File: src/rtl/core/e2g_pkg.sv
`timescale 1ns / 1ps

package e2g_pkg;

   // Default field widths.
   localparam int DEF_COORD_BITS = 38;
   localparam int DEF_ANGLE_BITS = 32;

   // Internal datapath widths.
   localparam int WORD_BITS = 64;
   localparam int WIDE_BITS = 128;
   localparam int FRAC      = 40;

   // Configuration register widths and reset values.
   localparam int AXIS_BITS = 37;
   localparam int ECC_BITS  = 40;
   localparam int TOL_BITS  = 10;
   localparam int LIM_BITS  = 5;
   localparam int CSR_INDEX_BITS = 2;
   localparam int CSR_DATA_BITS  = 40;

   localparam logic [AXIS_BITS-1:0] AXIS_RESET = 37'd63781370000;
   localparam logic [ECC_BITS-1:0]  ECC_RESET  = 40'd7360548640;
   localparam logic [TOL_BITS-1:0]  TOL_RESET  = 10'd1;
   localparam logic [LIM_BITS-1:0]  LIM_RESET  = 5'd10;

   // Register indexes on the configuration port.
   localparam logic [CSR_INDEX_BITS-1:0] REG_AXIS = 2'd0;
   localparam logic [CSR_INDEX_BITS-1:0] REG_ECC  = 2'd1;
   localparam logic [CSR_INDEX_BITS-1:0] REG_TOL  = 2'd2;
   localparam logic [CSR_INDEX_BITS-1:0] REG_LIM  = 2'd3;

   // Fixed-point constants.
   localparam logic [WORD_BITS-1:0] ONE_Q     = 64'd1 << FRAC;
   localparam logic [WORD_BITS-1:0] HALF_PI_U = 64'd1 << 60;
   localparam logic [WORD_BITS-1:0] PI_U      = 64'd1 << 61;
   localparam logic [WORD_BITS-1:0] TWO_OVER_PI = 64'hA2F9836E4E441529;

   // Rotation table of the angle unit.
   localparam int CORDIC_N = 60;
   typedef logic [WORD_BITS-1:0] atan_tab_type [CORDIC_N];

   // atan(2^-i) in units of pi/2^61, from a Q62 series scaled by 2/pi.
   function automatic atan_tab_type build_atan();
      atan_tab_type tab;
      logic [WORD_BITS-1:0] sum;
      logic [WORD_BITS-1:0] term;
      logic [WIDE_BITS-1:0] prod;
      int e;
      int i;
      int k;
      tab[0] = 64'd1 << 59;
      for (i = 1; i < CORDIC_N; i++) begin
         sum = '0;
         for (k = 0; k < 32; k++) begin
            e = i * (2 * k + 1);
            if (e <= 62) begin
               term = (64'd1 << (62 - e)) / 64'(2 * k + 1);
               if ((k % 2) == 1) begin
                  sum = sum - term;
               end else begin
                  sum = sum + term;
               end
            end
         end
         prod = {64'd0, sum} * {64'd0, TWO_OVER_PI};
         tab[i] = {2'b00, prod[127:66]};
      end
      return tab;
   endfunction

   localparam atan_tab_type ATAN_TAB = build_atan();

   // Magnitude of a two's complement word, wrapping at the most negative value.
   function automatic logic [WORD_BITS-1:0] mag64(logic [WORD_BITS-1:0] v);
      return v[WORD_BITS-1] ? (~v + 64'd1) : v;
   endfunction

endpackage

File: src/rtl/core/e2g_mul.sv
`timescale 1ns / 1ps

module e2g_mul
   import e2g_pkg::*;
(
   input  logic                 clock,
   input  logic                 reset,
   input  logic                 start,
   input  logic [WORD_BITS-1:0] op_a,
   input  logic [WORD_BITS-1:0] op_b,
   output logic                 done,
   output logic [WIDE_BITS-1:0] prod
);

   logic [WIDE_BITS-1:0] acc_ff, acc_in;
   logic [WORD_BITS-1:0] mcand_ff, mcand_in;
   logic [5:0]           cnt_ff, cnt_in;
   logic                 busy_ff, busy_in;
   logic                 done_ff, done_in;
   logic [WORD_BITS:0]   sum;

   // Shift-and-add, one multiplier bit a cycle from the low end.
   always_comb begin
      acc_in   = acc_ff;
      mcand_in = mcand_ff;
      cnt_in   = cnt_ff;
      busy_in  = busy_ff;
      done_in  = 1'b0;
      sum = {1'b0, acc_ff[WIDE_BITS-1:WORD_BITS]}
            + (acc_ff[0] ? {1'b0, mcand_ff} : '0);
      if (start) begin
         acc_in   = {64'd0, op_b};
         mcand_in = op_a;
         cnt_in   = '0;
         busy_in  = 1'b1;
      end else if (busy_ff) begin
         acc_in = {sum, acc_ff[WORD_BITS-1:1]};
         cnt_in = cnt_ff + 6'd1;
         if (cnt_ff == 6'd63) begin
            busy_in = 1'b0;
            done_in = 1'b1;
         end
      end
   end

   always_ff @(posedge clock) begin
      if (reset) begin
         busy_ff <= 1'b0;
         done_ff <= 1'b0;
      end else begin
         busy_ff <= busy_in;
         done_ff <= done_in;
      end
      acc_ff   <= acc_in;
      mcand_ff <= mcand_in;
      cnt_ff   <= cnt_in;
   end

   assign done = done_ff;
   assign prod = acc_ff;

endmodule

File: config.mk
export PLATFORM = sky130hd
export DESIGN_NAME = e2g_mul
export DESIGN_NICKNAME = d
export VERILOG_FILES = /design/src/rtl/core/e2g_pkg.sv /design/src/rtl/core/e2g_mul.sv
export SDC_FILE = /design/constraint.sdc
export NUM_CORES = 1
export LEC_CHECK = 0
export ABC_AREA = 0
export BUFFER_PORTS_ARGS = -buffer_cell sky130_fd_sc_hd__buf_2
export CORE_ASPECT_RATIO = 0.9
export CORE_MARGIN = 4
export CORE_UTILIZATION = 42
export CTS_BUF_LIST = sky130_fd_sc_hd__clkbuf_2 sky130_fd_sc_hd__clkbuf_4 sky130_fd_sc_hd__clkbuf_8
export DETAILED_ROUTE_END_ITERATION = 7
export PLACE_DENSITY = 0.63
export SLEW_MARGIN = 30
export SYNTH_ARGS = -nofsm -noshare
export SYNTH_HDL_FRONTEND = slang
export SYNTH_SLANG_ARGS = --single-unit
export TNS_END_PERCENT = 30
File: constraint.sdc
create_clock -name clock -period 5.7 [get_ports clock]
set_input_delay 1.14 -clock clock [delete_from_list [all_inputs] [get_ports clock]]
set_output_delay 1.14 -clock clock [all_outputs]
set_load 0.01 [all_outputs]
; ---- Yosys cells after proc, flatten, opt, wreduce, memory -nomap -nowiden
; Index checks and enable logic that the tools add are counted.
[word_totals]
ff_bits = 200
inputBits = 131
output_inout_bits = 129
word_cells = 19
[classes]
add_sub_neg = 2
eq_ne = 1
n_mux = 7
bitwise_logic = 1
reduce_logical = 2
[op_table]
columns = operator, n
row1 = 64-bit 2-to-1 mux, 3
row2 = 64-bit by 64-bit adder with 65-bit output, 1
row3 = "6-bit by 1-bit adder with 6-bit output, second input constant", 1
row4 = "6-bit == test, second input constant", 1
row5 = 1-bit 2-to-1 mux, 4
row6 = 3-bit OR reduction, 1
row7 = 2-bit nonzero test, 1
row8 = 1-bit inverter, 1

; ---- Longest topological paths before layout
[logic_depth]
word_depth = 4
mapped_depth = 14
mapped_depth_nobuf = 12

; ---- Worst setup path before layout
; No wires, ideal clock.
[synth_path]
path_kind = input to register
from = in start
to = reg acc_ff[0], in the netlist prod[0] (enable)
setup_ps = 418
arrival_time_ps = 2799
t_required_ps = 5282
slack_ps = 2483
cell_stages = 4
n_path_buf = 2
cell_sequence = nor2_1 buf_4 clkbuf_1 inv_1
[synth_between]
elab_chain_len = 1
[synth_lines]
columns = element, line
row1 = "start, declared", e2g_mul.sv:8  ; input logic start,
row2 = 2-bit nonzero test (no line), n/a
row3 = "end signal, assigned", e2g_mul.sv:54  ; acc_ff <= acc_in;
row4 = "end, declared", e2g_mul.sv:15  ; logic [WIDE_BITS-1:0] acc_ff, acc_in;
; Every way passes these cells.
; A chain may end at the register's enable or synchronous reset.

; ---- Worst setup path in the final report
[layout_path]
from = reg acc_ff[0], in the netlist prod[0]
to = reg acc_ff[111], in the netlist prod[111]
[layout_between]
elab_chain_len = 2
[layout_lines]
columns = element, line
row1 = 64-bit 2-to-1 mux, e2g_mul.sv:30  ; + (acc_ff[0] ? {1'b0, mcand_ff} : '0);
row2 = 64-bit by 64-bit adder with 65-bit output, e2g_mul.sv:30
; Every way passes these cells.

==> flow_summary.ini <==
[status]
outcome = finished, final reports clean

[clock_tree]
h-tree-depth = 4
cts_tree = built
cts_resized = 0
clock-root-buffer = clkbuf_8
clock-sinks = 200
post_cts_buffers = 0
cts_buffers = 17
clkTransAtPathRegs_ns = 0.12
clockBufferDepth = 2
clk_latency_ns = 0.49
postCtsHoldBufs = 0

[setup_path]
reg2regPathDepth = 13
critPathCaptureType = register
cp-start-kind = register
critical_path_class = reg -> reg
crit_required_ns = 6.12
cp.arrival_ns = 4.10
critPathMaxFanout = 21

[timing]
timing.final.crit_period_ns = 3.68
max_clock_freq_ghz = 0.272
worst_pin_slew_ns = 0.679
finalMaxSlewViolations = 0
rsz0062_at_grt = no
slew_headroom_pct = 54.7
fin_skew_ns = 0.0213
setup_viol = 0
worst_slack_ns = 2.02
setup_tns_ns = 0
hold_viol = 0
fin_crit_sh_pct = 64.6

[cells_and_area]
layout.nets = 1523
drive_gt1_share_pct = 28.9
area_growth_pct = 17.0

[route]
wire_per_inst_microns = 18.1
vias = 9099
ant_nets = 0
drt_iter0_markers = 558
vias_per_cell = 5.39
finalWirelength_mm = 30.5
drc = 0
dr.pass1.iters = 5

[global_route]
grt.total_usage_pct = 20.2
grt_pass1_wl_mm = 48.6
grt_antenna_before_repair = 4
met1_usage_pct = 27.3
grt-busiest-layer = met2
grt_overflow = 0
met2_usage_pct = 31.9
grt_use_met3_pct = 6.53
grt_pass1_vias = 9135
grt_max_degree = 69

[floorplanning]
start_util_pct = 43.2
rows = 56
fp.coreArea_sq_um = 26400
ioPinCount = 260
die_y_microns = 164
die_area_sq_um = 29800
die_w_microns = 182

[synth]
synth_edf_count = 128
async_flop_share_pct = 0
synth_ff_type = edfxtp_1
synth_cell_types = 72
synth-seq-area-share_pct = 46.4
synthTopCellsByArea = edfxtp_1 34%, dfxtp_1 13%, ha_1 7.1%, mux2_2 6.3%, a21oi_1 3.7%
yosysTopAreaCell = edfxtp_1
ys_warn_count = 0
yosysMostFrequentCell = edfxtp_1
synth.top_cell.area_share_pct = 33.7
synth_fp_nets = 1298
netlist_area_sq_um = 11400
synth-seq-cells = 200
synth_commonest_cells = 128 x edfxtp_1, 85 x a21oi_1, 85 x nor2_1, 81 x nand2_1, 72 x dfxtp_1
syn-instance-count = 1101
avgSynthCellArea_sq_um = 10.4

[placement]
pre_cts_ws_ns = 2.05
post-dp-hpwl_mm = 23.4
numPortBuffers = 259
globalplace.congestion = 0.902

[power]
p_leak_nw = 5.71
switching_share_pct = 32.5
seqPwrFrac_pct = 50.5
switching_power_w = 0.00114
power.share.clock_pct = 26.4
vdd_ir_drop_max_mv = 0.203
powerDensity_nw_per_um2 = 263
pwr-share-comb_pct = 23.1
p_int_w = 0.00236

[run]
drv_cap = 0

[min_path]
min_path_type = reg -> reg
min_path_cells = 2
cell type report:
type	instances	area (sq um)
clock buffers	17	234
inverters	23	86.3
fillers	2445	13100
diodes	1	2.50
repair buffers	268	1370
multi-input cells	816	5750
well taps	348	435
flip-flops and latches	200	5290
clock inverters	15	174
metal layers:
metal,part of all wire [%],routed length [microns],vias to the layer above
met3,8.0,2450,29
met4,1.2,362,8
met2,45,13800,297
met5,0.14,43,-
met1,45,13800,4265
li1,-,-,4500
power groups by stage:
stage | logic (W) | clock network, W | registers, W
after floorplan | 0.000509 | 0 | 0.00182
after global placement | 0.000800 | 0 | 0.00181
after detailed placement | 0.000810 | 0 | 0.00180
after CTS | 0.000813 | 0.000952 | 0.00177
after global routing | 0.000900 | 0.00101 | 0.00179
final | 0.000809 | 0.000924 | 0.00177
kinds of logic (layout without fill, tap and decap cells):
group,count (synthesis),count (layout),synth area share [%]
xor+xnor,58,58,4.46
simple gates,327,327,14.2
fa+ha+maj,66,66,7.31
other cells,0,1,0
compound gates,268,268,15.2
flops,200,200,46.4
mux,97,97,9.26
buf+inv,85,323,3.22
placed cells by master (no fill, tap or decap), types with 5 or more instances in the layout:
cell type	synthesis	final
a21o_1	29	29
inv_1	23	22
edfxtp_1	128	128
dfxtp_1	72	71
clkbuf_8	0	17
and3_1	5	5
buf_4	8	8
o21bai_1	12	12
nand3_1	19	19
buf_2	12	258
mux2_2	64	64
o21ai_0	61	61
mux2i_1	32	32
nor2_1	85	84
o211ai_1	11	11
a21oi_1	85	85
xor2_1	29	29
nand2_1	81	81
xnor2_1	29	29
nor3_1	10	10
nand4_1	28	28
ha_1	65	65
a31oi_1	6	6
a211oi_1	11	11
and2_1	67	67
clkinv_8	0	5
critical path, stage by stage, from the launching register on:
cell	delay, ns
edfxtp_1	0.67
buf_4	0.30
and2_1	0.15
ha_1	0.19
fa_1	0.23
a21o_1	0.18
a41oi_2	0.14
a211o_1	0.38
a2111oi_4	0.42
o21ai_2	0.15
o21ai_2	0.20
a41oi_1	0.19
mux2_4	0.33
o211ai_2	0.06
path summary, 6_finish.rpt:
| check | endpoint | slack [ns] | startpoint |
|---|---|---|---|
| setup reg to reg | prod[111] | 2.02 | prod[0] |
| hold / removal | prod[107] | 0.49 | prod[107] |
| hold reg to reg | prod[107] | 0.49 | prod[107] |
| setup / recovery | prod[111] | 2.02 | prod[0] |
flip-flops by register name (all words and copies together) (netlist names):
signal,flops
busy_ff,1
done,1
cnt_ff,6
mcand_ff,64
prod,128
metrics by stage:
| step | cell area (sq um) | total power [W] | std cells | hold slack [ns] | util (%) |
|---|---|---|---|---|---|
| after floorplan | 11400 | 0.00233 | 1101 | 0.458 | - |
| after global placement | 12900 | 0.00261 | 1654 | 0.470 | 48.9 |
| after detailed placement | 12900 | 0.00261 | 1655 | 0.485 | 49.0 |
| after CTS | 13300 | 0.00354 | 1687 | 0.500 | 50.5 |
| after global routing | 13300 | 0.00370 | 1687 | 0.525 | 50.5 |
| final | 13300 | 0.00350 | 1688 | 0.494 | 50.5 |
(Power assumes the default switching activity.)
