$ cat config.mk
export PLATFORM = sky130hd
export DESIGN_NAME = e2g_sqrt
export DESIGN_NICKNAME = d
export VERILOG_FILES = /design/src/rtl/core/e2g_pkg.sv /design/src/rtl/core/e2g_sqrt.sv
export SDC_FILE = /design/constraint.sdc
export NUM_CORES = 1
export LEC_CHECK = 0
export BUFFER_PORTS_ARGS = -buffer_cell sky130_fd_sc_hd__buf_2
export CAP_MARGIN = 20
export CORE_MARGIN = 8
export CORE_UTILIZATION = 32
export DETAILED_ROUTE_END_ITERATION = 7
export PLACE_DENSITY_LB_ADDON = 0.1
export SYNTH_ARGS = -nofsm -noshare
export SYNTH_HDL_FRONTEND = slang
export SYNTH_SLANG_ARGS = --single-unit
$ cat constraint.sdc
create_clock -name clock -period 4.11 [get_ports clock]
set_input_delay 0.6165 -clock clock [delete_from_list [all_inputs] [get_ports clock]]
set_output_delay 0.6165 -clock clock [all_outputs]
set_load 0.05 [all_outputs]
$ cat src/rtl/core/e2g_pkg.sv
`timescale 1ns / 1ps

package e2g_pkg;

   // Default field widths.
   localparam int DEF_COORD_BITS = 38;
   localparam int DEF_ANGLE_BITS = 32;

   // Internal datapath widths.
   localparam int WORD_BITS = 64;
   localparam int WIDE_BITS = 128;
   localparam int FRAC      = 40;

   // Configuration register widths and reset values.
   localparam int AXIS_BITS = 37;
   localparam int ECC_BITS  = 40;
   localparam int TOL_BITS  = 10;
   localparam int LIM_BITS  = 5;
   localparam int CSR_INDEX_BITS = 2;
   localparam int CSR_DATA_BITS  = 40;

   localparam logic [AXIS_BITS-1:0] AXIS_RESET = 37'd63781370000;
   localparam logic [ECC_BITS-1:0]  ECC_RESET  = 40'd7360548640;
   localparam logic [TOL_BITS-1:0]  TOL_RESET  = 10'd1;
   localparam logic [LIM_BITS-1:0]  LIM_RESET  = 5'd10;

   // Register indexes on the configuration port.
   localparam logic [CSR_INDEX_BITS-1:0] REG_AXIS = 2'd0;
   localparam logic [CSR_INDEX_BITS-1:0] REG_ECC  = 2'd1;
   localparam logic [CSR_INDEX_BITS-1:0] REG_TOL  = 2'd2;
   localparam logic [CSR_INDEX_BITS-1:0] REG_LIM  = 2'd3;

   // Fixed-point constants.
   localparam logic [WORD_BITS-1:0] ONE_Q     = 64'd1 << FRAC;
   localparam logic [WORD_BITS-1:0] HALF_PI_U = 64'd1 << 60;
   localparam logic [WORD_BITS-1:0] PI_U      = 64'd1 << 61;
   localparam logic [WORD_BITS-1:0] TWO_OVER_PI = 64'hA2F9836E4E441529;

   // Rotation table of the angle unit.
   localparam int CORDIC_N = 60;
   typedef logic [WORD_BITS-1:0] atan_tab_type [CORDIC_N];

   // atan(2^-i) in units of pi/2^61, from a Q62 series scaled by 2/pi.
   function automatic atan_tab_type build_atan();
      atan_tab_type tab;
      logic [WORD_BITS-1:0] sum;
      logic [WORD_BITS-1:0] term;
      logic [WIDE_BITS-1:0] prod;
      int e;
      int i;
      int k;
      tab[0] = 64'd1 << 59;
      for (i = 1; i < CORDIC_N; i++) begin
         sum = '0;
         for (k = 0; k < 32; k++) begin
            e = i * (2 * k + 1);
            if (e <= 62) begin
               term = (64'd1 << (62 - e)) / 64'(2 * k + 1);
               if ((k % 2) == 1) begin
                  sum = sum - term;
               end else begin
                  sum = sum + term;
               end
            end
         end
         prod = {64'd0, sum} * {64'd0, TWO_OVER_PI};
         tab[i] = {2'b00, prod[127:66]};
      end
      return tab;
   endfunction

   localparam atan_tab_type ATAN_TAB = build_atan();

   // Magnitude of a two's complement word, wrapping at the most negative value.
   function automatic logic [WORD_BITS-1:0] mag64(logic [WORD_BITS-1:0] v);
      return v[WORD_BITS-1] ? (~v + 64'd1) : v;
   endfunction

endpackage

$ cat src/rtl/core/e2g_sqrt.sv
`timescale 1ns / 1ps

module e2g_sqrt
   import e2g_pkg::*;
(
   input  logic                 clock,
   input  logic                 reset,
   input  logic                 start,
   input  logic [WIDE_BITS-1:0] rad,
   output logic                 done,
   output logic [WORD_BITS-1:0] root
);

   logic [WIDE_BITS-1:0] src_ff, src_in;
   logic [WORD_BITS:0]   rem_ff, rem_in;
   logic [WORD_BITS-1:0] root_ff, root_in;
   logic [5:0]           cnt_ff, cnt_in;
   logic                 busy_ff, busy_in;
   logic                 done_ff, done_in;
   logic [WORD_BITS+2:0] rem_sh;
   logic [WORD_BITS+2:0] trial;
   logic                 take;

   // Digit-by-digit floor square root, two radicand bits a cycle.
   always_comb begin
      src_in  = src_ff;
      rem_in  = rem_ff;
      root_in = root_ff;
      cnt_in  = cnt_ff;
      busy_in = busy_ff;
      done_in = 1'b0;
      rem_sh  = {rem_ff, src_ff[WIDE_BITS-1:WIDE_BITS-2]};
      trial   = {1'b0, root_ff, 2'b01};
      take    = rem_sh >= trial;
      if (start) begin
         src_in  = rad;
         rem_in  = '0;
         root_in = '0;
         cnt_in  = '0;
         busy_in = 1'b1;
      end else if (busy_ff) begin
         rem_in  = take ? 65'(rem_sh - trial) : rem_sh[WORD_BITS:0];
         root_in = {root_ff[WORD_BITS-2:0], take};
         src_in  = {src_ff[WIDE_BITS-3:0], 2'b00};
         cnt_in  = cnt_ff + 6'd1;
         if (cnt_ff == 6'd63) begin
            busy_in = 1'b0;
            done_in = 1'b1;
         end
      end
   end

   always_ff @(posedge clock) begin
      if (reset) begin
         busy_ff <= 1'b0;
         done_ff <= 1'b0;
      end else begin
         busy_ff <= busy_in;
         done_ff <= done_in;
      end
      src_ff  <= src_in;
      rem_ff  <= rem_in;
      root_ff <= root_in;
      cnt_ff  <= cnt_in;
   end

   assign done = done_ff;
   assign root = root_ff;

endmodule

# Yosys cells after proc, flatten, opt, wreduce, memory -nomap -nowiden
# Index checks and enable logic that the tools add are counted.
[op_classes] addsub=2 magnitude_cmp=1 n_eq_ne=1 mux=7 bitwise_logic=1 n_reduce_logical=2
[op_table] cell="$mux 128" count=2
[op_table] cell="$ge 67x66->1" count=1
[op_table] cell="$mux 65" count=1
[op_table] cell="$sub 65x65->65" count=1
[op_table] cell="$add 6x1->6 const B" count=1
[op_table] cell="$eq 6x6->1 const B" count=1
[op_table] cell="$mux 1" count=4
[op_table] cell="$reduce_or 3->1" count=1
[op_table] cell="$reduce_bool 2->1" count=1
[op_table] cell="$not 1->1" count=1
[word_totals] reg_bits=265 inputBits=131 out_inout_bits=65 wordCells=20

# Logic depth before layout (Yosys ltp)
[depth] depth_word=4 ltp_mapped=15 mapped_depth_nobuf=12

# Worst setup path before layout
# No wires, ideal clock.
[synth_path] path_kind="input to register" from="input port start" to="register src_ff[0], enable pin" setup_ns=0.480 t_arrival_ns=3.613 t_required_ns=3.630 slack_ns=0.017 cell_stages=4 n_path_buf=2 cell_sequence="clkbuf_1 -> nor2_1 -> clkbuf_1 -> inv_1"
[synth_via] elab_chain_len=1
[synth_rtl] element="start, declared" line="e2g_sqrt.sv:8" rtl="input logic start,"
[synth_rtl] element="$reduce_bool 2->1 (no line)"
[synth_rtl] element="end signal, assigned" line="e2g_sqrt.sv:61" rtl="src_ff <= src_in;"
[synth_rtl] element="end, declared" line="e2g_sqrt.sv:14" rtl="logic [WIDE_BITS-1:0] src_ff, src_in;"
# No other way between the ends.
# A chain may end at the register's enable or synchronous reset.

# Worst setup path after layout
[layout_path] from="register root_ff[1], in the netlist root[1]" to="register rem_ff[27]"
[layout_via] elab_chain_len=2 word_cells_on_any_way=3 classes_between="add/sub: 1; order compare: 1; mux: 1"
[layout_rtl] element="start, declared" line="e2g_sqrt.sv:16" rtl="logic [WORD_BITS-1:0] root_ff, root_in;"
[layout_rtl] element="start signal, assigned" line="e2g_sqrt.sv:63" rtl="root_ff <= root_in;"
[layout_rtl] element="$sub 65x65->65 or $ge 67x66->1 (tied branches)" line="e2g_sqrt.sv:42, e2g_sqrt.sv:34"
[layout_rtl] element="$mux 65 (*)" line="e2g_sqrt.sv:42" rtl="rem_in = take ? 65'(rem_sh - trial) : rem_sh[WORD_BITS:0];"
[layout_rtl] element="end signal, assigned" line="e2g_sqrt.sv:62" rtl="rem_ff <= rem_in;"
[layout_rtl] element="end, declared" line="e2g_sqrt.sv:15" rtl="logic [WORD_BITS:0] rem_ff, rem_in;"
# Mark *: on every way between the ends. The rest lies on a longest branch, timed or not.

==> results.cfg <==
[outcome]
status = finished clean

[worst_setup_path]
crit_type = flop to flop
crit_fanout = 5
cp-start-kind = flop
critPathArrivalTime_ns = 3.99
cp-end-kind = flop
required_ns = 4.55

[timing]
setup_violations = 0
finalHoldViolations = 0
fin_crit_sh = 0.863
tightest_slew_ns = 0.910
max-slew-margin-rel = 0.393
slew_viol_final = 0
setup_slack_ns = 0.563
setup-tns-final_ns = 0
rsz0062_at_grt = false
fmax_mhz = 282
skew_ns = 0.0183
timing.final.crit_period_ns = 3.55

[logic_synthesis]
yosysWarnings = 0
avgSynthCellArea_um2 = 9.83
synthTopCellsByArea = edfxtp_1, dfxtp_1, mux2_2
synth.cell_area_um2 = 15100
netlist_instances = 1535
yosys.area.top_type_share = 0.255
synth-edff-count = 128
yosysUniqueCellTypes = 71
async_reset_ff_frac = 0
ys_seq_area_frac = 0.436
synth_flop_cell = dfxtp_1
syn-num-nets = 1733
synth-seq-cells = 265
synth_top_area_cell = edfxtp_1

[detailed_routing]
vias = 11814
drt-total-wl_mm = 41.2
wl_per_cell_um = 17.6
viasPerCell = 5.06
drtIter0Drc = 676
firstDrtPassIters = 6
route.detailed.drc = 0
ant_nets = 0

[floorplanning]
ios = 196
fp.dieW_um = 233
core_um2 = 46600
die-height_um = 233
dieArea_um2 = 54400
rows = 79
start_util = 0.324

[pwr]
p_switching_uw = 4850
p_leak_uw = 0.00726
switching_share = 0.406
peakVddDrop_mv = 0.472
power_density_nw_per_um2 = 674
pwr-share-comb = 0.487
internal_power_uw = 7110
clkPwrFrac = 0.238
power_uw = 12000
p_seq_frac = 0.276

[clocking]
cts_sinks = 265
clk_latency_ns = 0.55
clockBufferDepth = 3
cts_setup_buffers = 0
cts_max_level = 2
cts_tree = built
holdBufCountCts = 0
clk_pin_slew_ns = 0.06
cts_resized = 0
root_buffer = clkbuf_16
cts_buffers = 34

[global_route]
grt_max_degree = 183
grt_first_pass_wirelength_mm = 65.8
grt_pass1_vias = 11973
antenna_found_initial = 20
grt_util_all_layers = 0.149
grt-ovfl-total = 0

[finish]
nFillCells = 4713
nets = 1897
area_delta_synth_final_pct = 17.5
drive_gt1_frac = 0.237

[worst_hold_path]
worstHoldPathType = input pin to flop

[place]
hpwl_mm = 29.8
portBuffers = 195
place.gp.congestion = 0.853
dp_slack_ns = 0.593

[run]
maxCapViolations = 0
final timing paths:
| path | slack (ns) | start | to | depth (start not counted) |
|---|---|---|---|---|
| max | 0.56 | root[1] | rem_ff[27] | 12 |
| min | 0.23 | reset | busy_ff | 2 |
| max reg2reg | 0.56 | root[1] | rem_ff[27] | 12 |
| min reg2reg | 0.49 | rem_ff[0] | rem_ff[0] | 2 |
cell usage after synthesis (all sizes together), types with 12 or more instances:
library cell / number
dfxtp: 137
nand3: 16
a211oi: 48
a311oi: 15
nor2: 186
ha: 67
o21ai: 50
xnor2: 41
mux2i: 77
a21oi: 109
edfxtp: 128
nand2: 109
o21bai: 12
nor3: 14
clkbuf: 58
o21a: 14
a21o: 34
mux2: 126
xor2: 18
buf: 32
inv: 86
nand4: 25
critical path: stages, from the launching register on:
cell and delay (ns):
dfxtp_1 0.38, inv_1 0.07, ha_1 0.35, and3_1 0.25, a221o_1 0.41, a21oi_2 0.28
a21oi_2 0.17, a21oi_1 0.43, o211ai_1 0.21, a221oi_1 0.39, xnor2_1 0.17, mux2i_1 0.09
a211oi_1 0.24
sequential cells by signal (all words and copies together), names as in the netlist:
| register | count |
|---|---|
| rem_ff | 65 |
| src_ff | 128 |
| cnt_ff | 6 |
| done | 1 |
| busy_ff | 1 |
| root | 64 |
final cells by class:
cell class | count | area, um^2 | area share
Timing Repair Buffer | 218 | 1220 | 0.0688
Tap cell | 607 | 759 | 0.0428
Inverter | 86 | 325 | 0.0183
Sequential cell | 265 | 6590 | 0.372
Clock inverter | 15 | 126 | 0.00712
Clock buffer | 44 | 918 | 0.0518
Multi-Input combinational cell | 1094 | 7780 | 0.439
Antenna cell | 7 | 17.5 | 0.000988
routing by layer:
metal | vias to the layer above | GRT usage | wire length (um)
met3 | 92 | 0.0523 | 2890
li1 | 5909 | - | -
met1 | 5550 | 0.186 | 18400
met2 | 237 | 0.239 | 18800
met5 | - | 0 | 161
met4 | 26 | 0.0446 | 937
power by group through the flow:
stage / Combinational [uW] / Clock (uW) / Sequential [uW]
after global placement: 5840 / 0 / 3350
after global routing: 6510 / 3060 / 3330
final: 5820 / 2840 / 3300
after detailed placement: 5830 / 0 / 3350
after floorplan: 4580 / 0 / 3300
after CTS: 5870 / 2960 / 3300
kinds of logic after synthesis:
logic type / share of synthesized area
multiplexers: 0.145
XOR/XNOR: 0.0342
AO/OA/AOI/OAI: 0.156
AND/OR/NAND/NOR: 0.124
buffers and inverters: 0.0487
adder cells (fa/ha/maj): 0.0555
flip-flops: 0.436
layout by cell type (no fill, tap or decap), drive strengths merged, types with 5 or more instances in the layout:
master,synthesis,routed
a211oi,48,48
a21o,34,34
a21oi,109,109
a311oi,15,15
a31oi,10,10
and2,10,10
and3,10,10
and4,6,6
buf,32,218
clkbuf,58,44
clkinv,0,11
dfxtp,137,137
diode,0,7
edfxtp,128,128
ha,67,67
inv,86,87
mux2,126,126
mux2i,77,77
nand2,109,109
nand3,16,16
nand3b,5,5
nand4,25,25
nor2,186,186
nor2b,7,7
nor3,14,14
o211ai,9,9
o21a,14,14
o21ai,50,50
o21bai,12,12
o31ai,10,10
or3,9,9
xnor2,41,41
xor2,18,18
stage by stage:
stage,hold slack (ns),utilization,std cells,instance area [um^2]
2_1_floorplan,0.443,-,1535,15100
4_1_cts,0.196,0.381,2329,17700
5_1_grt,0.205,0.381,2332,17700
3_5_place_dp,0.475,0.358,2270,16700
6_report,0.234,0.381,2336,17700
3_3_place_gp,0.463,0.358,2270,16700
Power figures use the tool's default switching activity.
