**src/rtl/core/e2g_pkg.sv**
```systemverilog
`timescale 1ns / 1ps

package e2g_pkg;

   // Default field widths.
   localparam int DEF_COORD_BITS = 38;
   localparam int DEF_ANGLE_BITS = 32;

   // Internal datapath widths.
   localparam int WORD_BITS = 64;
   localparam int WIDE_BITS = 128;
   localparam int FRAC      = 40;

   // Configuration register widths and reset values.
   localparam int AXIS_BITS = 37;
   localparam int ECC_BITS  = 40;
   localparam int TOL_BITS  = 10;
   localparam int LIM_BITS  = 5;
   localparam int CSR_INDEX_BITS = 2;
   localparam int CSR_DATA_BITS  = 40;

   localparam logic [AXIS_BITS-1:0] AXIS_RESET = 37'd63781370000;
   localparam logic [ECC_BITS-1:0]  ECC_RESET  = 40'd7360548640;
   localparam logic [TOL_BITS-1:0]  TOL_RESET  = 10'd1;
   localparam logic [LIM_BITS-1:0]  LIM_RESET  = 5'd10;

   // Register indexes on the configuration port.
   localparam logic [CSR_INDEX_BITS-1:0] REG_AXIS = 2'd0;
   localparam logic [CSR_INDEX_BITS-1:0] REG_ECC  = 2'd1;
   localparam logic [CSR_INDEX_BITS-1:0] REG_TOL  = 2'd2;
   localparam logic [CSR_INDEX_BITS-1:0] REG_LIM  = 2'd3;

   // Fixed-point constants.
   localparam logic [WORD_BITS-1:0] ONE_Q     = 64'd1 << FRAC;
   localparam logic [WORD_BITS-1:0] HALF_PI_U = 64'd1 << 60;
   localparam logic [WORD_BITS-1:0] PI_U      = 64'd1 << 61;
   localparam logic [WORD_BITS-1:0] TWO_OVER_PI = 64'hA2F9836E4E441529;

   // Rotation table of the angle unit.
   localparam int CORDIC_N = 60;
   typedef logic [WORD_BITS-1:0] atan_tab_type [CORDIC_N];

   // atan(2^-i) in units of pi/2^61, from a Q62 series scaled by 2/pi.
   function automatic atan_tab_type build_atan();
      atan_tab_type tab;
      logic [WORD_BITS-1:0] sum;
      logic [WORD_BITS-1:0] term;
      logic [WIDE_BITS-1:0] prod;
      int e;
      int i;
      int k;
      tab[0] = 64'd1 << 59;
      for (i = 1; i < CORDIC_N; i++) begin
         sum = '0;
         for (k = 0; k < 32; k++) begin
            e = i * (2 * k + 1);
            if (e <= 62) begin
               term = (64'd1 << (62 - e)) / 64'(2 * k + 1);
               if ((k % 2) == 1) begin
                  sum = sum - term;
               end else begin
                  sum = sum + term;
               end
            end
         end
         prod = {64'd0, sum} * {64'd0, TWO_OVER_PI};
         tab[i] = {2'b00, prod[127:66]};
      end
      return tab;
   endfunction

   localparam atan_tab_type ATAN_TAB = build_atan();

   // Magnitude of a two's complement word, wrapping at the most negative value.
   function automatic logic [WORD_BITS-1:0] mag64(logic [WORD_BITS-1:0] v);
      return v[WORD_BITS-1] ? (~v + 64'd1) : v;
   endfunction

endpackage

```
**src/rtl/core/e2g_div.sv**
```systemverilog
`timescale 1ns / 1ps

module e2g_div
   import e2g_pkg::*;
(
   input  logic                 clock,
   input  logic                 reset,
   input  logic                 start,
   input  logic [WIDE_BITS-1:0] num,
   input  logic [WORD_BITS-1:0] den,
   output logic                 done,
   output logic [WORD_BITS-1:0] quot
);

   logic [WIDE_BITS-1:0] num_ff, num_in;
   logic [WORD_BITS-1:0] den_ff, den_in;
   logic [WORD_BITS-1:0] rem_ff, rem_in;
   logic [6:0]           cnt_ff, cnt_in;
   logic                 busy_ff, busy_in;
   logic                 done_ff, done_in;
   logic [WORD_BITS:0]   rem_sh;
   logic                 take;

   // Restoring division, one quotient bit a cycle shifted in behind the numerator.
   // A zero divisor yields all ones naturally.
   always_comb begin
      num_in  = num_ff;
      den_in  = den_ff;
      rem_in  = rem_ff;
      cnt_in  = cnt_ff;
      busy_in = busy_ff;
      done_in = 1'b0;
      rem_sh  = {rem_ff, num_ff[WIDE_BITS-1]};
      take    = rem_sh >= {1'b0, den_ff};
      if (start) begin
         num_in  = num;
         den_in  = den;
         rem_in  = '0;
         cnt_in  = '0;
         busy_in = 1'b1;
      end else if (busy_ff) begin
         rem_in = take ? 64'(rem_sh - {1'b0, den_ff}) : rem_sh[WORD_BITS-1:0];
         num_in = {num_ff[WIDE_BITS-2:0], take};
         cnt_in = cnt_ff + 7'd1;
         if (cnt_ff == 7'd127) begin
            busy_in = 1'b0;
            done_in = 1'b1;
         end
      end
   end

   always_ff @(posedge clock) begin
      if (reset) begin
         busy_ff <= 1'b0;
         done_ff <= 1'b0;
      end else begin
         busy_ff <= busy_in;
         done_ff <= done_in;
      end
      num_ff <= num_in;
      den_ff <= den_in;
      rem_ff <= rem_in;
      cnt_ff <= cnt_in;
   end

   // Quotients beyond 64 bits saturate.
   assign done = done_ff;
   assign quot = (|num_ff[WIDE_BITS-1:WORD_BITS]) ? '1 : num_ff[WORD_BITS-1:0];

endmodule

```
**config.mk**
```make
export PLATFORM = sky130hd
export DESIGN_NAME = e2g_div
export DESIGN_NICKNAME = d
export VERILOG_FILES = /design/src/rtl/core/e2g_pkg.sv /design/src/rtl/core/e2g_div.sv
export SDC_FILE = /design/constraint.sdc
export NUM_CORES = 1
export LEC_CHECK = 0
export ABC_AREA = 1
export BUFFER_PORTS_ARGS = -buffer_cell sky130_fd_sc_hd__buf_2
export CAP_MARGIN = 20
export CORE_AREA = 10 10 176 178
export CTS_BUF_LIST = sky130_fd_sc_hd__clkbuf_2 sky130_fd_sc_hd__clkbuf_4 sky130_fd_sc_hd__clkbuf_8
export CTS_CLUSTER_DIAMETER = 40
export DETAILED_ROUTE_END_ITERATION = 10
export DIE_AREA = 0 0 186 188
export PLACE_DENSITY = 0.88
export SLEW_MARGIN = 20
export SYNTH_ARGS = -nofsm -noshare
export SYNTH_HDL_FRONTEND = slang
export SYNTH_SLANG_ARGS = --single-unit
```
**constraint.sdc**
```tcl
create_clock -name clock -period 10 [get_ports clock]
set_clock_uncertainty 0.05 [all_clocks]
set_input_delay 2.5 -clock clock [delete_from_list [all_inputs] [get_ports clock]]
set_output_delay 2.5 -clock clock [all_outputs]
set_load 0.02 [all_outputs]
```
# Yosys cells after proc, flatten, opt, wreduce, memory -nomap -nowiden
# Index checks and enable logic that the tools add are counted.
dict set report op_classes {
  n_addsub 2
  mul 0
  div 0
  order_cmp 1
  eq_ne 1
  shifts 0
  muxes 8
  bitwise 1
  n_reduce_logical 3
}
# op n
set ops {}
lappend ops {{$mux W128} 2}
lappend ops {{$mux W64} 2}
lappend ops {{$ge A65 B64 Y1} 1}
lappend ops {{$reduce_or A64 Y1} 1}
lappend ops {{$sub A64 B64 Y64} 1}
lappend ops {{$add A7 B1 Y7 const B} 1}
lappend ops {{$eq A7 B7 Y1 const B} 1}
lappend ops {{$mux W1} 4}
lappend ops {{$reduce_or A3 Y1} 1}
lappend ops {{$reduce_bool A2 Y1} 1}
lappend ops {{$not A1 Y1} 1}
dict set report word_totals {
  regBits 265
  latch_bits 0
  ram_bits 0
  rom_bits 0
  output_inout_bits 65
  wordCells 22
  n_memories 0
}

# Logic depth before layout (Yosys ltp)
dict set report depth {
  ltp_word 4
  ltp_mapped 19
}

# Worst setup path before layout
# No wires, ideal clock.
dict set report synth_path {
  path_kind {input port to flip-flop}
  start {input port start}
  end {register num_ff[0] (enable)}
  setup_ns 0.543
  arrival_time_ns 6.683
  required_ns 9.407
  setup_slack_ns 2.725
  stages 4
  path_buffers 2
  cell_sequence {clkbuf_1 -> nor2_1 -> clkinv_1 -> clkbuf_1}
}
dict set report synth_between {
  elab_chain_len 1
}
# item line_no
set synth_rtl {}
lappend synth_rtl {{start: declaration} e2g_div.sv:8} ;# input logic start,
lappend synth_rtl {{$reduce_bool A2 Y1 (no line)} --}
lappend synth_rtl {{end signal: assignment} e2g_div.sv:60} ;# num_ff <= num_in;
lappend synth_rtl {{end: declaration} e2g_div.sv:15} ;# logic [WIDE_BITS-1:0] num_ff, num_in;
# No other way between the ends.
# A chain may end at the register's enable or synchronous reset.

# Worst setup path in the final report
dict set report layout_path {
  start {register num_ff[83]}
  end {output port quot[41]}
}
dict set report layout_between {
  elab_chain_len 2
}
# item line_no
set layout_rtl {}
lappend layout_rtl {{$reduce_or A64 Y1} e2g_div.sv:68} ;# assign quot = (|num_ff[WIDE_BITS-1:WORD_BITS]) ? '1 : num_ff[WORD_BITS-1:0];
lappend layout_rtl {{$mux W64} e2g_div.sv:68}
lappend layout_rtl {{end: declaration} e2g_div.sv:12} ;# output logic [WORD_BITS-1:0] quot
# No other way between the ends.

==> results by group <==
Status
  – Status: finished clean

Synthesis
  – Synth Area in Adders: 4.75%
  – Synth area leader: edfxtp_1
  – Post-synthesis cell type count: 38
  – Top post-synthesis cells by count: nand2_1, inv_1, edfxtp_1, nand3_1, nor2_1
  – YS warnings: 0
  – Post-synth net total: 2808
  – Synthesized area: 17500 sq um
  – #FFs+latches synth: 265
  – Largest family of logic cells by synthesized area: simple AND/OR/NAND/NOR gates
  – Mean Syn Cell Area: 6.88 sq um
  – Main flop type after synthesis: edfxtp_1
  – Simple-gate share of the synthesized area: 33.9%
  – Complex-gate fraction of the synthesized area: 5.37%
  – Share of the synthesized area in the top cell type: 32.9%
  – Post-synth EDFFs: 192
  – Syn Inst Count: 2547
  – Post-synthesis mux area share: 0%
  – Top cells by area, synth: edfxtp_1, nand2_1, inv_1
  – Count leader, synth: nand2_1
  – Share of the yosys chip area belonging to registers: 41.2%
  – Synth Area in XOR/XNOR: 1.55%
  – Ys async rst share: 0%

Floorplan
  – Die area: 35000 sq um
  – Chip Width: 186 microns
  – Starting density of the core: 63.8%
  – CORE AREA: 27500 sq um
  – I/O pin cnt: 260
  – Row count: 61
  – Die Span Y: 188 microns

Clock tree
  – TritonCTS clock tree: built
  – Clock Latency Late Sink: 0.60 ns
  – Clock tree buffer depth: 3
  – Htree depth: 2
  – CTS sink cnt: 265
  – Hold bufs inserted after CTS: 0
  – Setup bufs post-CTS: 0
  – Clock root cell: clkbuf_8
  – Number of gates resized after cts: 0
  – CTS Buf Count: 46
  – Reg clk slew, reported paths: 0.06 ns

Drt
  – Post-DRT Antenna Nets: 0
  – Final wirelength: 54.8 mm
  – DR pass1 iterations: 6
  – Vias: 16.9k
  – Drt drc: 0
  – Via density: 5.33
  – Routed wire per std cell: 17.2 microns
  – Iter 0 DRT Violations: 1512

Global routing
  – Congestion Overflow GR: 0
  – First-pass GRT wire length: 86.1 mm
  – Largest net degree at the start of global routing: 103
  – Vias in the first global route: 16.7k
  – GRT Util Overall: 30.9%
  – Initial antenna violation count: 2

STA
  – Worst slew margin: 33.8%
  – Worst slew pin tran: 0.992 ns
  – Setup TNS Final: 0 ns
  – Fin. Hold Viols: 0
  – Setup Viol. Count Final: 0
  – Final Max Slew Viols: 0
  – RSZ-0062 raised after global routing: false
  – Fin crit share: 55.3%
  – Worst Hold Margin: 0.422 ns
  – Post-layout min period: 5.53 ns
  – Max Clock Freq: 0.181 GHz
  – PnR worst setup slack: 4.47 ns

Hold path
  – Cells on Worst Hold Path: 2
  – Hold Path Class: flip-flop to flip-flop
  – WHS Endpoint: rem_ff[43]
  – Hold Path Origin: rem_ff[43]

Power
  – P_leak: 10.6 nW
  – Total power: 2.62 mW
  – Pwr Density: 132 nW/um^2
  – VDD IR max: 121 uV

Setup path
  – CP endpoint kind: output pin
  – FF-to-FF End: rem_ff[50]
  – Reg2Reg Depth: 16
  – Worst reg2reg startpoint: den_ff[40]
  – Crit path DAT: 2.98 ns
  – Required time worst endpoint: 7.45 ns
  – Crit start category: flip-flop
  – Critical Path Fanout Max: 64
  – R2R Setup Slk: 6.22 ns
  – Worst Setup Path Type: flip-flop to output pin

Placement
  – Routability cong.: 1.01
  – I/O Buffers: 259
  – Placed cell areas: 19000 sq um
  – Placed insts: 3093
  – HPWL Detailed: 42.2 mm
  – Pre-CTS setup slack: 4.62 ns

Finish
  – Final nets: 3056
  – Core Util, Final: 72.5%
  – Layout cell share with drive strength beyond 1: 14.5%
  – Post-route cell area: 19900 sq um
  – ANT cells: 0
  – Area delta synth->final: 13.7%
  – Cell Count, Final, Fillers Out: 3178
  – Fill count: 2236

Flow run
  – Max-Cap Viols: 0
## cells in the final DEF (no fill, tap or decap), drive strengths merged
| cell type | Yosys | layout |
|---|---|---|
| edfxtp | 192 | 192 |
| or2 | 2 | 2 |
| dfxtp | 73 | 73 |
| and2 | 2 | 2 |
| nand3 | 152 | 152 |
| a21boi | 1 | 1 |
| clkinv | 4 | 12 |
| ha | 65 | 65 |
| clkinvlp | 0 | 2 |
| nand2 | 1039 | 1039 |
| xnor2 | 29 | 29 |
| buf | 26 | 266 |
| a31oi | 1 | 1 |
| nand4 | 22 | 22 |
| clkbuf | 41 | 73 |
| o21bai | 9 | 9 |
| nor4 | 19 | 19 |
| inv | 515 | 517 |
| nor2 | 129 | 129 |
| fa | 1 | 1 |
| nor3b | 1 | 1 |
| nand3b | 35 | 35 |
| a21o | 2 | 2 |
| a21oi | 55 | 55 |
| nor3 | 17 | 17 |
| bufinv | 0 | 1 |
| o21ai | 113 | 113 |
| xor2 | 2 | 2 |
## critical path, stage by stage (launching register included)
cell and delay (ns):
edfxtp_1 0.39, nor4_1 0.45, nand4_1 0.26, nor4_4 0.24, buf_4 0.56, nand2_1 0.22
buf_2 0.22
## flip-flops by register name, summed over array words and instances, names as in the netlist
signal	flops
den_ff	64
cnt_ff	7
done	1
busy_ff	1
num_ff	128
rem_ff	64
## worst max-delay path by stage
stage,startpoint,to
6_report,num_ff[83],quot[41]
5_1_grt,num_ff[125],quot[41]
4_1_cts,num_ff[127],quot[49]
3_5_place_dp,start,num_ff[122]
3_3_place_gp,start,num_ff[127]
2_1_floorplan,start,num_ff[0]
## report_power, final
part           internal (mW)  switching (mW)  total, mW
logic                 0.0959           0.198      0.294
clock network          0.567           0.459       1.03
registers               1.27          0.0309       1.30
## cell families after synthesis
group,count (synthesis)
and+or+nand+nor,1418
buffers and inverters,586
DFF,265
AOI/OAI and AO/OA,181
adders and majority gates,66
xor gates and xnor gates,31
## routing by layer
metal	global-route usage, %	routed length, microns	up-vias
li1	-	-	8348
met1	38.6	22200	7698
met2	51.6	26000	773
met3	6.21	4720	114
met4	11.5	1840	2
met5	0	14	-
## layout make-up
cell class | count | area, sq um | share of cell area, %
Multi-Input combinational cell | 1696 | 8000 | 40.1
Sequential cell | 265 | 7230 | 36.3
Inverter | 519 | 1950 | 9.80
Timing Repair Buffer | 267 | 1370 | 6.85
Clock buffer | 72 | 841 | 4.22
Tap cell | 346 | 433 | 2.17
Clock inverter | 13 | 116 | 0.584
Power figures use the tool's default switching activity.
